`src/hw/rtl/masr_pkg.sv`:
```
package masr_pkg;

  // Window of the temperature average
  localparam int AVG_DEPTH = 16;
  localparam int AVG_SHIFT = 4;

  // Slew limiter timing and step size
  localparam int RAMP_INTERVAL = 8;
  localparam int RAMP_STEP     = 1;

  // Field widths
  localparam int DATA_W = 16;
  localparam int PTR_W  = (AVG_DEPTH > 1) ? $clog2(AVG_DEPTH) : 1;
  localparam int SUM_W  = DATA_W + $clog2(AVG_DEPTH);
  localparam int TICK_W = (RAMP_INTERVAL > 1) ? $clog2(RAMP_INTERVAL) : 1;
  localparam int STEP_W = DATA_W + 1;

  // Configuration port
  localparam int CFG_IDX_W  = 2;
  localparam int CFG_DATA_W = 16;

  localparam logic [DATA_W-1:0] MAX16 = 16'hFFFF;

  typedef enum logic [CFG_IDX_W-1:0] {
    REG_SETPOINT_LIMIT    = 2'd0,
    REG_MODULATION_OFFSET = 2'd1,
    REG_MODULATION_ENABLE = 2'd2,
    REG_RUN_ENABLE        = 2'd3
  } cfg_reg_t;

endpackage

```
`src/hw/rtl/moving_average_setpoint_ramp_core.sv`:
```
// Moving average and setpoint ramp. Each input transaction carries one
// temperature reading and one modulation reading and produces exactly one
// result transaction: the working setpoint after this tick's slew step (or
// the reading itself when run_enable is 0), the modulated limit saturated to
// 0..65535, and the average over the last AVG_DEPTH readings. An item passes
// through the input register and then the result register; a new item is
// accepted every cycle while the result side takes one every cycle. The ring
// of readings sits in flip-flops that reset clears, so the block is ready
// once reset is released. The ramp step is taken on every RAMP_INTERVAL-th
// item, counted whether or not ramping is on. The user writes configuration
// registers only while no transaction is in flight; it is not enforced.
module moving_average_setpoint_ramp_core (
  input  logic                            clk,
  input  logic                            rst_n,
  // configuration write port
  input  logic                            cfg_we,
  input  logic [masr_pkg::CFG_IDX_W-1:0]  cfg_index,
  input  logic [masr_pkg::CFG_DATA_W-1:0] cfg_data,
  // input stream
  input  logic                            in_tvalid,
  output logic                            in_tready,
  input  logic [31:0]                     in_tdata,   // temp_sample, mod_sample
  // result stream
  output logic                            out_tvalid,
  input  logic                            out_tready,
  output logic [47:0]                     out_tdata   // ramped_setpoint, modulated_limit,
                                                      // temp_average
);

  localparam int DW = masr_pkg::DATA_W;

  // Configuration registers
  logic [DW-1:0] limit_r;
  logic [DW-1:0] offset_r;
  logic          mod_en_r;
  logic          run_en_r;

  // Input stage
  logic          s1_valid_r;
  logic [DW-1:0] s1_temp_r;
  logic [DW-1:0] s1_mod_r;

  // Block state
  logic [DW-1:0]                  ring_r [masr_pkg::AVG_DEPTH];
  logic [masr_pkg::SUM_W-1:0]     sum_r;
  logic [masr_pkg::PTR_W-1:0]     ptr_r;
  logic [DW-1:0]                  sp_r;
  logic [masr_pkg::TICK_W-1:0]    tick_r;

  // Result stage
  logic          out_valid_r;
  logic [DW-1:0] res_sp_r;
  logic [DW-1:0] res_lim_r;
  logic [DW-1:0] res_avg_r;

  // Next values
  logic                           s1_adv;
  logic [masr_pkg::SUM_W-1:0]     sum_nxt;
  logic [masr_pkg::SUM_W-1:0]     avg_full;
  logic [DW-1:0]                  avg_nxt;
  logic [masr_pkg::PTR_W-1:0]     ptr_nxt;
  logic [masr_pkg::TICK_W-1:0]    tick_nxt;
  logic signed [DW+1:0]           lim_full;
  logic [DW-1:0]                  lim_nxt;
  logic [masr_pkg::STEP_W-1:0]    up_val;
  logic [masr_pkg::STEP_W-1:0]    dn_val;
  logic [DW-1:0]                  slew_val;
  logic [DW-1:0]                  sp_nxt;

  // Handshake: stage 1 moves when the result register is free or being taken
  assign s1_adv    = s1_valid_r && (!out_valid_r || out_tready);
  assign in_tready = !s1_valid_r || s1_adv;

  assign out_tvalid = out_valid_r;
  assign out_tdata  = {res_avg_r, res_lim_r, res_sp_r};

  // Write configuration registers; unknown indexes are dropped
  always_ff @(posedge clk) begin
    if (!rst_n) begin
      limit_r  <= '0;
      offset_r <= '0;
      mod_en_r <= 1'b0;
      run_en_r <= 1'b0;
    end else if (cfg_we) begin
      unique case (masr_pkg::cfg_reg_t'(cfg_index))
        masr_pkg::REG_SETPOINT_LIMIT:    limit_r  <= cfg_data[DW-1:0];
        masr_pkg::REG_MODULATION_OFFSET: offset_r <= cfg_data[DW-1:0];
        masr_pkg::REG_MODULATION_ENABLE: mod_en_r <= cfg_data[0];
        masr_pkg::REG_RUN_ENABLE:        run_en_r <= cfg_data[0];
        default: ;
      endcase
    end
  end

  // Capture input transaction
  always_ff @(posedge clk) begin
    if (!rst_n) begin
      s1_valid_r <= 1'b0;
    end else if (in_tready) begin
      s1_valid_r <= in_tvalid;
    end
  end

  always_ff @(posedge clk) begin
    if (in_tready && in_tvalid) begin
      s1_temp_r <= in_tdata[DW-1:0];
      s1_mod_r  <= in_tdata[2*DW-1:DW];
    end
  end

  // Running sum: drop the oldest entry, add the new reading
  always_comb begin
    sum_nxt  = sum_r - masr_pkg::SUM_W'(ring_r[ptr_r])
                     + masr_pkg::SUM_W'(s1_temp_r);
    avg_full = sum_nxt >> masr_pkg::AVG_SHIFT;
    if (avg_full > masr_pkg::SUM_W'(masr_pkg::MAX16)) begin
      avg_nxt = masr_pkg::MAX16;
    end else begin
      avg_nxt = avg_full[DW-1:0];
    end
    if (ptr_r == masr_pkg::PTR_W'(masr_pkg::AVG_DEPTH - 1)) begin
      ptr_nxt = '0;
    end else begin
      ptr_nxt = ptr_r + 1'b1;
    end
  end

  // Modulated limit, saturated to the 16-bit range
  always_comb begin
    lim_full = $signed({2'b00, limit_r});
    if (mod_en_r) begin
      lim_full = lim_full + $signed({2'b00, s1_mod_r}) - $signed({2'b00, offset_r});
    end
    if (lim_full > $signed({2'b00, masr_pkg::MAX16})) begin
      lim_nxt = masr_pkg::MAX16;
    end else if (lim_full < 0) begin
      lim_nxt = '0;
    end else begin
      lim_nxt = lim_full[DW-1:0];
    end
  end

  // Slew limiter: step toward the limit, land on it instead of passing it
  always_comb begin
    up_val = {1'b0, sp_r} + masr_pkg::STEP_W'(masr_pkg::RAMP_STEP);
    dn_val = {1'b0, sp_r} - masr_pkg::STEP_W'(masr_pkg::RAMP_STEP);
    if (sp_r <= limit_r) begin
      if (up_val >= {1'b0, limit_r}) begin
        slew_val = limit_r;
      end else begin
        slew_val = up_val[DW-1:0];
      end
    end else begin
      if (dn_val[DW] || (dn_val[DW-1:0] <= limit_r)) begin
        slew_val = limit_r;
      end else begin
        slew_val = dn_val[DW-1:0];
      end
    end

    if (!run_en_r) begin
      sp_nxt = s1_temp_r;
    end else if (tick_r == '0) begin
      sp_nxt = slew_val;
    end else begin
      sp_nxt = sp_r;
    end

    if (tick_r == masr_pkg::TICK_W'(masr_pkg::RAMP_INTERVAL - 1)) begin
      tick_nxt = '0;
    end else begin
      tick_nxt = tick_r + 1'b1;
    end
  end

  // Advance block state on each item that moves to the result register
  always_ff @(posedge clk) begin
    if (!rst_n) begin
      for (int i = 0; i < masr_pkg::AVG_DEPTH; i++) begin
        ring_r[i] <= '0;
      end
      sum_r  <= '0;
      ptr_r  <= '0;
      sp_r   <= '0;
      tick_r <= '0;
    end else if (s1_adv) begin
      ring_r[ptr_r] <= s1_temp_r;
      sum_r         <= sum_nxt;
      ptr_r         <= ptr_nxt;
      sp_r          <= sp_nxt;
      tick_r        <= tick_nxt;
    end
  end

  // Hold result until taken
  always_ff @(posedge clk) begin
    if (!rst_n) begin
      out_valid_r <= 1'b0;
    end else if (s1_adv) begin
      out_valid_r <= 1'b1;
    end else if (out_tready) begin
      out_valid_r <= 1'b0;
    end
  end

  always_ff @(posedge clk) begin
    if (s1_adv) begin
      res_sp_r  <= sp_nxt;
      res_lim_r <= lim_nxt;
      res_avg_r <= avg_nxt;
    end
  end

  // Tick counter stays inside its interval
  a_tick_range: assert property (@(posedge clk) disable iff (!rst_n)
    tick_r <= masr_pkg::TICK_W'(masr_pkg::RAMP_INTERVAL - 1))
    else $error("tick counter out of range");

  // Input is held off only when both stages are full and the result is stalled
  a_stall_cause: assert property (@(posedge clk) disable iff (!rst_n)
    !in_tready |-> (s1_valid_r && out_valid_r && !out_tready))
    else $error("input stalled without a full pipeline");

  // While ramping, the setpoint moves by at most one step per update
  a_slew_bound: assert property (@(posedge clk) disable iff (!rst_n)
    ($past(rst_n) && run_en_r && $past(run_en_r)) |->
      ((({1'b0, sp_r} >= {1'b0, $past(sp_r)}) ?
        ({1'b0, sp_r} - {1'b0, $past(sp_r)}) :
        ({1'b0, $past(sp_r)} - {1'b0, sp_r}))
       <= masr_pkg::STEP_W'(masr_pkg::RAMP_STEP)))
    else $error("setpoint moved by more than one ramp step");

  // State changes only with an item that produces a result
  a_state_with_result: assert property (@(posedge clk) disable iff (!rst_n)
    ($past(rst_n) && (ptr_r != $past(ptr_r))) |-> out_valid_r)
    else $error("ring pointer moved without a result");

endmodule

```
`config.mk`:
```
export PLATFORM = sky130hd
export DESIGN_NAME = moving_average_setpoint_ramp_core
export DESIGN_NICKNAME = d
export VERILOG_FILES = /design/src/hw/rtl/masr_pkg.sv /design/src/hw/rtl/moving_average_setpoint_ramp_core.sv
export SDC_FILE = /design/constraint.sdc
export NUM_CORES = 1
export LEC_CHECK = 0
export ABC_AREA = 0
export BUFFER_PORTS_ARGS = -buffer_cell sky130_fd_sc_hd__buf_4
export CORE_AREA = 5 5 220 265
export CTS_CLUSTER_DIAMETER = 150
export CTS_CLUSTER_SIZE = 25
export DETAILED_ROUTE_END_ITERATION = 8
export DIE_AREA = 0 0 225 270
export SLEW_MARGIN = 20
export SYNTH_ARGS = -nofsm -noshare
export SYNTH_HDL_FRONTEND = slang
export SYNTH_SLANG_ARGS = --single-unit
```
`constraint.sdc`:
```
create_clock -name clk -period 8.9 [get_ports clk]
set_input_delay 0 -clock clk [delete_from_list [all_inputs] [get_ports clk]]
set_output_delay 0 -clock clk [all_outputs]
set_load 0.05 [all_outputs]
```
==> results.txt <==
* Setup repair after global routing missed its margin: false
* Cells after DPL: 2614
- The HPWL after detailed placement is roughly 42000 µm.
- Pleak: about 8.8 nW
- The tool flagged a number of max-cap violations equal to 0.
* Total number of nets in the final design: approximately 2100
* CTS-repair resized insts: 0
* Clock transition time at the flip-flop clock pins of the worst setup and hold paths: around 0.11 ns
- Area of the core region: 0.0555 mm²
- After the first detailed-routing iteration, the DRC count stood at between 1000 and 1500.
- CTS root buf: clkbuf_16
* Post-route non-filler standard cell count: roughly 2700
- The max-slew violation count is 0.
- Relative slew slack: approximately a third
- During I/O placement, the number of pins put on the boundary was 105.
- After synthesis the netlist holds a flip-flop and latch count of 419.
* Ys flop type: edfxtp_1
- The die covers a little over 0.06 mm².
- Last weighted congestion value of the routability-driven placer: around 0.86
- Number of buffers inserted during clock tree synthesis: 20
- Critical Path AT: ~6 ns
- Required time reported for the critical path endpoint: 9.24 ns
* Worst hold path startpoint: rst_n
- The share of the Yosys chip area taken by registers is a little over half.
- The min-delay analysis places its worst path in the category in -> reg.
- For this design, the sink count on the clock tree is roughly 420.
- Post-route clock skew: about 0.030 ns
- Clock Latency Late Sink: a little under 0.6 ns
* Final TNS setup: 0 ns
* TritonCTS clock tree: built
* Ratio of final minimum period to clock period: ~65%
* Achievable clock frequency: roughly 170 MHz
* Post-CTS Repair Setup Buffers: 0
- Ratio of routed vias to standard cells: slightly below 6
- When the netlist entered floorplanning its net count stood at roughly 2100.
- Counting I/O delays and the setup requirement, the final critical path takes ~5.7 ns.
- Largest registers: ring_r: 256 flops, sum_r: 20 flops
* Antenna violation net count after detailed routing: 0
- After synthesis, the share of flip-flops with an asynchronous set or reset is 0%.
- The first global-routing pass estimated 96900 µm of wire.
* Power per unit of standard cell area: 192 mW/mm²
* Maximum level of the CTS H-tree: 1
- Share of layout cells above drive strength 1: ~14%
- The area growth from synthesis to layout is 11.9%.
- Number of setup violations in the final report: 0
* Worst Max-Slew Pin Slew: slightly above 1 ns
* Netlist Area Pre-Place: between 0.02 and 0.025 mm²
* Largest net degree at the start of global routing: 73
- R2r setup slk: between 3 and 4 ns
- The routed design has 62700 µm of wire.
- Max Fanout on Critical Path: 42
- The worst setup path is captured at a flip-flop.
* Initial antenna violation count: 0
- Summing all placed instances gives a cell area of around 0.023 mm².
- After detailed routing, the number of remaining DRC violations is 0.
- The floorplan step set the die width to between 200 and 250 µm.
- Port buffer count: approximately 100
- Gate count of the mapped netlist: about 1900
* Number of buffers on the longest clock path: 3
* Routed wire per std cell: around 23 µm
- Hold Violations, Final: 0
- The run finished with clean final reports.
- More flip-flops sit in one register than any other, and that register is ring_r.
* Vertical die dimension: about 270 µm
* Via count: approximately 16000
- Number of different library cells in the post-synthesis netlist: 65
- The total overflow left after global routing is 0.
- After clock tree synthesis, the flow added hold-fix buffers numbering 55.
- Number of synthesized flops with an enable pin: ~340
* Count of warnings emitted by yosys: 0
- Total global-route track usage: just over 20%
- Across the whole layout, storage elements account for roughly 0.012 mm².
- Fill cells in the final layout number 5059.
- The register with the most flip-flops in the layout has 256 of them.
- Final non-filler cell area: roughly 0.025 mm²
- The average instance in the mapped netlist occupies around 12 µm².
* Drt first pass iters: 5
- The worst setup path is of the reg -> reg kind.
- The repair_antennas step left the layout with diodes totalling 0.
- STA classifies the critical path startpoint as a flip-flop.
* Area of combinational cells with multiple inputs: between 0.009 and 0.01 mm²
* Number of standard-cell rows in the floorplan: between 90 and 100
- Worst voltage drop across the vdd grid: approximately 0.00017 V
- The via count of the first global-routing pass came to between 15000 and 20000.
* Starting Density: between 30% and 40%
[layout make-up]
cell class / instances / share of cell area (%)
repair buffers: 195 / 6.51
inverters: 158 / 2.42
well taps: 727 / 3.70
flip-flops and latches: 419 / 47.8
clock buffers: 34 / 2.25
clock inverters: 2 / 0.102
multi-input cells: 1170 / 37.2
[metal layers]
metal | wire length [µm] | up-vias | global-route usage [%]
li1 | - | 7137 | -
met1 | 24400 | 7898 | 25.1
met2 | 32400 | 536 | 36.5
met3 | 3360 | 103 | 2.32
met4 | 2500 | 0 | 7.13
met5 | 0 | - | 0
[cell usage after synthesis (all sizes together), types with 6 or more instances]
cell | count | area, µm²
mux2i | 20 | 200
nand2b | 11 | 68.8
clkinv | 16 | 60.1
fa | 32 | 641
nand4 | 16 | 100
a31oi | 18 | 113
nor4 | 69 | 444
xor2 | 26 | 228
dfxtp | 83 | 1660
a211oi | 23 | 178
and3 | 9 | 56.3
inv | 142 | 533
o2111ai | 6 | 52.6
nor2 | 61 | 229
xnor2 | 35 | 307
o21ai | 54 | 270
edfxtp | 336 | 10100
mux4 | 80 | 1800
nor2b | 6 | 37.5
buf | 37 | 181
a21oi | 101 | 505
nor3 | 213 | 1070
a21o | 11 | 82.6
o211ai | 16 | 120
nand3 | 34 | 170
nand2 | 170 | 646
ha | 93 | 1160
clkbuf | 118 | 443
[placed cells by master, fill, tap and decap left out, drive strengths merged, types with 54 or more instances in the layout]
master       Yosys  layout
inv            142     142
o21ai           54      54
nand2          170     170
edfxtp         336     336
nor4            69      69
ha              93      93
nor3           213     213
dfxtp           83      83
buf             37     140
nor2            61      61
mux4            80      80
dlygate4sd3      0      55
a21oi          101     101
[cells by family after synthesis]
group                    Yosys count  share of synthesized area (%)
XOR/XNOR                          61                           2.43
multiplexers                     100                           9.11
flip-flops                       419                           53.5
AO/OA/AOI/OAI                    271                           7.59
buffers and inverters            313                           5.54
AND/OR/NAND/NOR                  613                           13.7
adder cells (fa/ha/maj)          125                           8.21
[final timing paths]
kind,endpoint,cells after the start
max,res_avg_r[15],14
min,sp_r[3],3
max reg2reg,res_avg_r[15],14
min reg2reg,sum_r[14],2
[critical path, stage by stage, from the launching register on]
cell and delay (ns):
dfxtp_4 0.96, buf_4 0.54, mux4_2 0.57, mux4_2 0.54, fa_1 0.50, inv_1 0.04, ha_1 0.34, o2111ai_1 0.38
nor3_1 0.12, a221o_1 0.32, nor4_1 0.39, o31a_1 0.28, mux2i_1 0.25, nand3_1 0.11, xnor2_1 0.13
[report_power, final]
part | total [mW] | switching, mW | internal, mW | leakage (nW)
registers | 2.34 | 0.0827 | 2.26 | 4.09
logic | 1.32 | 0.821 | 0.497 | 4.40
clock network | 1.06 | 0.630 | 0.435 | 0.274
total | 4.72 | 1.53 | 3.19 | 8.76
[through the flow]
| step | worst slack, ns | power [mW] | utilization (%) | hold WS (ns) |
|---|---|---|---|---|
| finish | 3.16 | 4.72 | 44.3 | 0.0241 |
| CTS | 3.10 | 4.75 | 44.3 | 0.000785 |
| floorplan | 3.78 | 3.30 | - | 0.0989 |
| global placement | 3.19 | 3.66 | 42.2 | 0.179 |
| detailed placement | 3.14 | 3.68 | 42.3 | 0.179 |
| global route | 2.76 | 4.96 | 44.3 | 0.0335 |
Note: power is estimated with default switching activity, not from simulation.
